[src/gcd_pkg.sv]
`default_nettype none

package gcd_pkg;

   localparam int CW = 34;
   localparam int SQRT_STEPS = 31;

   localparam logic signed [26:0] DEG_FULL = 27'sd23592960;
   localparam logic signed [26:0] DEG_HALF = 27'sd11796480;
   localparam logic signed [26:0] DEG_QUARTER = 27'sd5898240;

   localparam logic [63:0] PI_Q32 = 64'h3243F6A89;
   localparam logic [31:0] DEG_RAD_K = 32'((PI_Q32 * 64'd8) / 64'd45);
   localparam logic [26:0] RAD_P_LO = 27'(PI_Q32);
   localparam logic [26:0] RAD_ROUND = 27'(90 << 18);
   localparam logic [54:0] RAD_QUOT_BIAS = 55'(1) << 22;
   localparam logic [8:0] RAD_DEN_UNIT = 9'd180;

   localparam logic signed [CW-1:0] CORDIC_GAIN = 34'sh26DD3B6A;
   localparam logic signed [CW-1:0] PI_Q30 = 34'shC90FDAA2;
   localparam logic signed [CW-1:0] ONE_Q30 = 34'sd1073741824;
   localparam logic signed [63:0] HALF_Q30 = 64'sd536870912;
   localparam logic [60:0] ONE_SQ = 61'(1) << 60;

   localparam logic [22:0] EARTH_RADIUS_M = 23'd6371000;
   localparam logic [24:0] HALF_CIRC_M = 25'd20015087;

   typedef struct packed {
      logic signed [31:0] sin_a;
      logic signed [31:0] cos_a;
      logic signed [31:0] sin_b;
      logic signed [31:0] cos_b;
      logic signed [31:0] cos_d;
   } trig_type;

   typedef struct packed {
      logic [60:0] radicand;
      logic [30:0] abs_c;
      logic        c_pos;
   } root_req_type;

   typedef struct packed {
      logic [30:0] root;
      logic [30:0] abs_c;
      logic        c_pos;
   } vec_req_type;

   function automatic logic [31:0] atan_at(input int idx);
      logic [31:0] v;
      case (idx)
         0: v = 32'h3243F6A8;
         1: v = 32'h1DAC6705;
         2: v = 32'h0FADBAFC;
         3: v = 32'h07F56EA6;
         4: v = 32'h03FEAB76;
         5: v = 32'h01FFD55B;
         6: v = 32'h00FFFAAA;
         7: v = 32'h007FFF55;
         8: v = 32'h003FFFEA;
         9: v = 32'h001FFFFD;
         10: v = 32'h000FFFFF;
         11: v = 32'h0007FFFF;
         12: v = 32'h0003FFFF;
         13: v = 32'h0001FFFF;
         14: v = 32'h0000FFFF;
         15: v = 32'h00007FFF;
         16: v = 32'h00003FFF;
         17: v = 32'h00001FFF;
         18: v = 32'h00000FFF;
         19: v = 32'h000007FF;
         20: v = 32'h000003FF;
         21: v = 32'h000001FF;
         22: v = 32'h000000FF;
         23: v = 32'h0000007F;
         24: v = 32'h0000003F;
         25: v = 32'h0000001F;
         26: v = 32'h0000000F;
         27: v = 32'h00000008;
         28: v = 32'h00000004;
         29: v = 32'h00000002;
         30: v = 32'h00000001;
         default: v = 32'h0;
      endcase
      return v;
   endfunction

endpackage

`default_nettype wire

[src/gcd_isqrt.sv]
`default_nettype none

module gcd_isqrt import gcd_pkg::*; (
   input  wire logic    clock,
   input  wire logic    reset,
   input  wire logic    en,
   input  wire logic    in_valid,
   input  root_req_type in_req,
   output logic         out_valid,
   output vec_req_type  out_req
);

   logic [SQRT_STEPS:1] vld_ff;
   logic cp_ff [1:SQRT_STEPS];
   logic [61:0] v_ff [1:SQRT_STEPS];
   logic [61:0] r_ff [1:SQRT_STEPS];
   logic [30:0] ac_ff [1:SQRT_STEPS];

   always_ff @(posedge clock) begin
      if (reset) begin
         vld_ff <= '0;
      end else if (en) begin
         vld_ff <= {vld_ff[SQRT_STEPS-1:1], in_valid};
      end
   end

   for (genvar i = 0; i < SQRT_STEPS; i++) begin : g_step
      localparam logic [61:0] BIT = 62'(1) << (2 * (SQRT_STEPS - 1 - i));
      logic [61:0] v_cur, r_cur, v_in, r_in, t;
      logic [30:0] ac_cur;
      logic cp_cur;

      if (i == 0) begin : g_first
         assign v_cur = 62'(in_req.radicand);
         assign r_cur = '0;
         assign ac_cur = in_req.abs_c;
         assign cp_cur = in_req.c_pos;
      end else begin : g_next
         assign v_cur = v_ff[i];
         assign r_cur = r_ff[i];
         assign ac_cur = ac_ff[i];
         assign cp_cur = cp_ff[i];
      end

      assign t = r_cur + BIT;

      always_comb begin
         if (v_cur >= t) begin
            v_in = v_cur - t;
            r_in = (r_cur >> 1) + BIT;
         end else begin
            v_in = v_cur;
            r_in = r_cur >> 1;
         end
      end

      always_ff @(posedge clock) begin
         if (en) begin
            v_ff[i+1] <= v_in;
            r_ff[i+1] <= r_in;
            ac_ff[i+1] <= ac_cur;
            cp_ff[i+1] <= cp_cur;
         end
      end
   end

   assign out_req.root = 31'(r_ff[SQRT_STEPS]);
   assign out_req.abs_c = ac_ff[SQRT_STEPS];
   assign out_req.c_pos = cp_ff[SQRT_STEPS];
   assign out_valid = vld_ff[SQRT_STEPS];

endmodule

`default_nettype wire

[config.mk]
export PLATFORM = sky130hd
export DESIGN_NAME = gcd_isqrt
export DESIGN_NICKNAME = d
export VERILOG_FILES = /design/src/gcd_pkg.sv /design/src/gcd_isqrt.sv
export SDC_FILE = /design/constraint.sdc
export NUM_CORES = 2
export LEC_CHECK = 0
export CAP_MARGIN = 20
export CORE_UTILIZATION = 50
export CTS_BUF_LIST = sky130_fd_sc_hd__clkbuf_4 sky130_fd_sc_hd__clkbuf_8
export DETAILED_ROUTE_END_ITERATION = 8
export DONT_BUFFER_PORTS = 1
export PLACE_DENSITY = 0.68
export SYNTH_ARGS = -nofsm -noshare
export SYNTH_HDL_FRONTEND = slang
export SYNTH_MEMORY_MAX_BITS = 65536
export SYNTH_SLANG_ARGS = --single-unit
[constraint.sdc]
create_clock -name clock -period 3.8 [get_ports clock]
set_input_delay 0.38 -clock clock [delete_from_list [all_inputs] [get_ports clock]]
set_output_delay 0.38 -clock clock [all_outputs]
set_load 0.02 [all_outputs]
# Word-level counts from Yosys, hierarchy flattened
# Memories as Yosys holds them, arrays and structs flattened.
# Index checks and enable logic that the tools add are counted.
[word_totals]
in_bits = 97
reg_bits = 31
ramBits = 4836
word_cells = 191
out_inout_bits = 64
memories = 4
[classes]
addsub = 91
muxes = 64
magnitude_cmp = 31
[memory_table]
columns = ["name", "depth", "word_bits", "read_ports", "rd_ports_with_merged_regs", "write_ports", "line_no", "text"]
rows = [
  ["r_ff", 31, 62, 31, 0, 31, "gcd_isqrt.sv:16", "logic [61:0] r_ff [1:SQRT_STEPS];"],
  ["v_ff", 31, 62, 30, 0, 31, "gcd_isqrt.sv:15", "logic [61:0] v_ff [1:SQRT_STEPS];"],
  ["ac_ff", 31, 31, 31, 0, 31, "gcd_isqrt.sv:17", "logic [30:0] ac_ff [1:SQRT_STEPS];"],
  ["cp_ff", 31, 1, 31, 0, 31, "gcd_isqrt.sv:14", "logic cp_ff [1:SQRT_STEPS];"],
]
[op_table]
columns = ["cell", "n"]
rows = [
  ["$mux W62", 61],
  ["$ge A62 B62 Y1", 30],
  ["$sub A62 B62 Y62", 30],
  ["$add A61 B1 Y62 const B", 1],
  ["$add A61 B11 Y62 const B", 1],
  ["$add A61 B13 Y62 const B", 1],
  ["$add A61 B15 Y62 const B", 1],
  ["$add A61 B17 Y62 const B", 1],
  ["$add A61 B19 Y62 const B", 1],
  ["$add A61 B21 Y62 const B", 1],
  ["$add A61 B23 Y62 const B", 1],
  ["$add A61 B25 Y62 const B", 1],
  ["$add A61 B27 Y62 const B", 1],
  ["$add A61 B29 Y62 const B", 1],
  ["$add A61 B3 Y62 const B", 1],
  ["$add A61 B31 Y62 const B", 1],
  ["$add A61 B33 Y62 const B", 1],
  ["$add A61 B35 Y62 const B", 1],
  ["$add A61 B37 Y62 const B", 1],
  ["$add A61 B39 Y62 const B", 1],
  ["$add A61 B41 Y62 const B", 1],
  ["$add A61 B43 Y62 const B", 1],
  ["$add A61 B45 Y62 const B", 1],
  ["$add A61 B47 Y62 const B", 1],
  ["other kinds (43)", 44],
]

# Logic depth before layout (Yosys ltp)
# An unclocked memory read counts as a cell.
[depth]
word_depth = 4
mapped_depth = 16
depth_no_buf = 15

# Worst setup path after synthesis
# No wires, ideal clock.
[synth_timing]
path_kind = "reg-to-reg"
from = "register, netlist name v_ff[3][273]"
to = "register, netlist name v_ff[3][367]"
n_path_buf = 2
slack_ns = 0.257
synth_period_minus_slack_ns = 3.543
setup_ns = 0.261
arrival_time_ns = 3.282
t_required_ns = 3.539
path_stages_with_launch = 14
cell_sequence = "edfxtp_1 -> ha_1 -> clkbuf_1 -> nand4_1 -> or3_1 -> or3_1 -> a211oi_1 -> o21bai_1 -> o31a_1 -> clkbuf_1 -> or4_1 -> a21oi_1 -> nor2b_1 -> xor2_1"

==> results.yml <==
run_status:
  status: "complete, no violations"
logic_synthesis:
  ys_types: 98
  netlist_area_um2: 143000
  avgSynthCellArea_um2: 14.4
  synth_top_area_share: 0.705
  synthMuxAreaShare: 0.00779
  ys_async_sr_fraction: 0
  ys.warnings.count: 0
  yosys.area.top_type: "edfxtp_1"
  synth_xor_area_frac: 0.0506
  ys_seq_area_frac: 0.709
  synth_top_cells_by_area: "edfxtp_1 70%, ha_1 4.6%, xnor2_1 2.8%"
  syn_inst: 9903
  synth_edf_count: 3348
  ys.flop_type: "edfxtp_1"
  synth-seq-cells: 3379
  synth_top_family_by_area: "simple AND/OR/NAND/NOR gates"
  yosys.area_share.simple: 0.0932
  synth_compound_area_frac: 0.0699
  synth_fa_ha_area_frac: 0.0459
sta:
  final-hold-violation-count: 0
  finalWorstSetupSlack_ns: 0.0187
  max_slew_margin: 0.113
  slew_violations: 0
  rsz0062_at_grt: "yes"
  fin_crit_sh: 0.995
  worstMarginPinSlew_ns: 1.33
  period_needed_ns: 3.78
  max_freq_mhz: 264
  setup_viol: 0
  skew_ns: 0.0703
detailed_routing:
  drt_pass1_iterations: 6
  viasPerCell: 5.48
  first_iter_violations: 7573
  wl_per_cell_um: 20.5
  totalWireLength_um: 311000
  ant_nets: 0
  drc: 0
  vias: 83200
power_and_ir_drop:
  intPower_mw: 70.8
  seqPwrFrac: 0.499
  clockPowerShare: 0.318
  combPwrFrac: 0.183
  p_leak_nw: 61.9
  switching_power_mw: 27.5
  sw_frac_of_total: 0.280
  max-vdd-ir-drop_uv: 404
  powerDensity_nw_per_um2: 595
cells_and_area:
  drive_gt1_frac: 0.144
  fillers: 21700
  fin_cells: 15200
  syn_to_final_growth_pct: 15.9
  final_nets: 11600
die:
  rows: 195
  core-area_um2: 283000
  die_h_um: 536
  die_area_um2: 288000
  die_x_um: 536
  ios: 161
  start_util: 0.504
global_routing:
  grt_util_all_layers: 0.213
  grt_pass1_wl_um: 472000
  grt.overflow.total: 0
  antenna_found_initial: 13
  grt_max_degree: 302
  grt_pass1_vias: 82200
clock_network:
  cts-root-buf: "clkbuf_8"
  numClockSinks: 3379
  cts_max_level: 6
  cts_tree: "built"
  clkLatencyLatePin_ns: 1.15
  path_clk_slew_ns: 0.06
  numCtsBuffers: 553
  cts_buffer_depth: 4
setup_path:
  rr_endpoint: "v_ff[3][239]$_DFFE_PP_"
  endpoint_kind: "register"
  required_ns: 4.65
  crit_arrival_ns: 4.63
  cp_max_fo: 5
  rr_worst_depth: 15
  path_class: "reg -> reg"
  r2r_start: "v_ff[3][135]$_DFFE_PP_"
  startpoint_type: "register"
  rrSetupSlack_ns: 0.02
place:
  port_buffers: 0
  place_congestion: 0.943
  dp_hpwl_um: 216000
  dp_cells: 14000
  pre_cts_ws_ns: -4.24
worst_hold_path:
  worstHoldPathCells: 4
  min-delay-path-class: "in -> reg"
  min_to: "vld_ff[19]$_SDFFE_PP0P_"
  min_from: "en"
job:
  drv_cap: 0
==> cells in the mapped netlist (11+ instances only) <==
cell	n
dfxtp_1	31
and4_1	17
a31oi_1	49
a21boi_0	18
a2111oi_0	13
nand2b_1	106
a21oi_1	561
a211o_1	12
a211oi_1	26
clkbuf_1	129
nor2b_1	99
edfxtp_1	3348
o21ai_0	405
o21bai_1	40
and4b_1	11
nand4_1	127
and3_1	32
nor2_1	598
or3_1	96
nand3_1	144
inv_1	648
or2_2	33
nor3b_1	21
o21a_1	107
nand4b_1	21
and2_1	27
or4_1	55
buf_4	33
buf_1	18
o211ai_1	23
buf_2	25
nor4b_1	44
mux2_2	51
xnor2_1	461
nand3b_1	33
nor4_1	293
nand2_1	585
ha_1	523
mux2i_1	45
nor3_1	212
xor2_1	363
a21o_1	219
o31ai_1	40
==> per-layer routing <==
layer | GRT usage | wire length, µm | vias to the layer above
met5 | 0 | 162 | -
met4 | 0.0738 | 10200 | 2
met3 | 0.0504 | 23600 | 613
met2 | 0.343 | 145000 | 2740
met1 | 0.284 | 132000 | 40400
li1 | - | - | 39500
==> registers in the layout, indices dropped and copies added (netlist names) <==
register	count
v_ff	1860
vld_ff	31
ac_ff	961
r_ff	496
cp_ff	31
==> critical path: stages (launching register included) <==
cell and delay (ns):
edfxtp_1 0.42, ha_4 0.32, nor4b_4 0.22, nand2_2 0.12, nor4_4 0.30, buf_4 0.17, and4b_2 0.27, a211o_1 0.16
a31oi_1 0.05, a21o_1 0.26, buf_6 0.15, or4_4 0.48, a21oi_4 0.18, buf_6 0.15, nand3b_1 0.09, xnor2_1 0.18
==> worst max path at each step <==
| stage | start | to | slack (ns) |
|---|---|---|---|
| 2_1_floorplan | v_ff[3][273]$_DFFE_PP_ | v_ff[3][367]$_DFFE_PP_ | 0.26 |
| 3_3_place_gp | en | v_ff[0][73]$_DFFE_PP_ | -4.07 |
| 3_5_place_dp | en | v_ff[0][140]$_DFFE_PP_ | -4.24 |
| 4_1_cts | r_ff[3][74]$_DFFE_PP_ | v_ff[3][183]$_DFFE_PP_ | -0.03 |
| 5_1_grt | v_ff[3][135]$_DFFE_PP_ | v_ff[3][239]$_DFFE_PP_ | -0.17 |
| 6_report | v_ff[3][135]$_DFFE_PP_ | v_ff[3][239]$_DFFE_PP_ | 0.02 |
==> metrics by stage <==
| step | power [mW] | setup TNS, ns | instance area (µm²) | util | hold WS, ns |
|---|---|---|---|---|---|
| floorplan | 59.6 | 0 | 143000 | - | 0.400 |
| global placement | 66.4 | -4287.61 | 151000 | 0.533 | 0.400 |
| detailed placement | 66.9 | -4605.88 | 151000 | 0.533 | 0.405 |
| CTS | 98.6 | -0.0344 | 164000 | 0.580 | 0.0120 |
| global route | 103 | -2.24 | 165000 | 0.584 | 0.0765 |
| finish | 98.3 | 0 | 165000 | 0.584 | 0.196 |
==> logic make-up (layout without fill, tap and decap cells) <==
family | count (synthesis) | count (layout)
AOI/OAI and AO/OA | 1631 | 1631
and+or+nand+nor | 2585 | 2585
xor gates and xnor gates | 824 | 824
other | 1 | 14
muxes | 102 | 102
buffers and inverters | 858 | 2380
DFF | 3379 | 3379
adders and majority gates | 523 | 523
==> cell usage in the layout, fill, tap and decap left out, types with 21 or more instances in the layout <==
cell type and instances:
o211ai_1 23, nand4b_1 21, nand4_1 127, buf_16 22, or4_1 50, nor3_1 201
a21o_1 219, a21oi_1 556, nand2b_1 105, or2_2 33, xor2_1 363, xnor2_1 454
o21ai_0 385, o21bai_1 39, a211oi_1 25, o21a_1 107, nor4_1 271, ha_1 520
mux2_2 50, edfxtp_1 3348, mux2i_1 45, dlygate4sd3_1 199, or3_1 90, and2_1 26
dfxtp_1 31, nor2b_1 98, o31ai_1 38, a31oi_1 38, clkinv_2 45, nor2_1 594
and3_1 31, buf_4 519, inv_1 648, nand2_1 579, clkbuf_4 156, clkinv_1 124
nand3_1 140, nand3b_1 33, nor4b_1 40, clkbuf_8 561
==> cell type report <==
cell class | count | area (µm²) | area share
Sequential cell | 3379 | 101000 | 0.612
Multi-Input combinational cell | 5667 | 39000 | 0.236
Clock buffer | 717 | 8890 | 0.0538
Timing Repair Buffer | 769 | 7130 | 0.0432
Tap cell | 3743 | 4680 | 0.0283
Inverter | 651 | 2440 | 0.0148
Clock inverter | 243 | 1980 | 0.0120
Antenna cell | 12 | 30.0 | 0.000182
==> power groups by stage <==
stage / Clock [mW] / Sequential [mW] / Combinational, mW
after global placement: 0 / 49.7 / 16.8
final: 31.2 / 49.1 / 18.0
after detailed placement: 0 / 49.8 / 17.1
after CTS: 32.1 / 49.0 / 17.5
after floorplan: 0 / 48.3 / 11.3
after global routing: 33.8 / 49.4 / 19.8
==> what timing repair did <==
| action | 4_1_cts | 5_1_grt |
|---|---|---|
| endpoints found under the setup margin | 1677 | 574 |
| resized for setup | 28 | 143 |
| pin swaps | 4 | 38 |
| setup buffers | 4 | 28 |
| hold endpoints to repair | 270 | 0 |
| cloned | 10 | 4 |
| hold buffers | 203 | 0 |
Note: power is estimated with default switching activity, not from simulation.
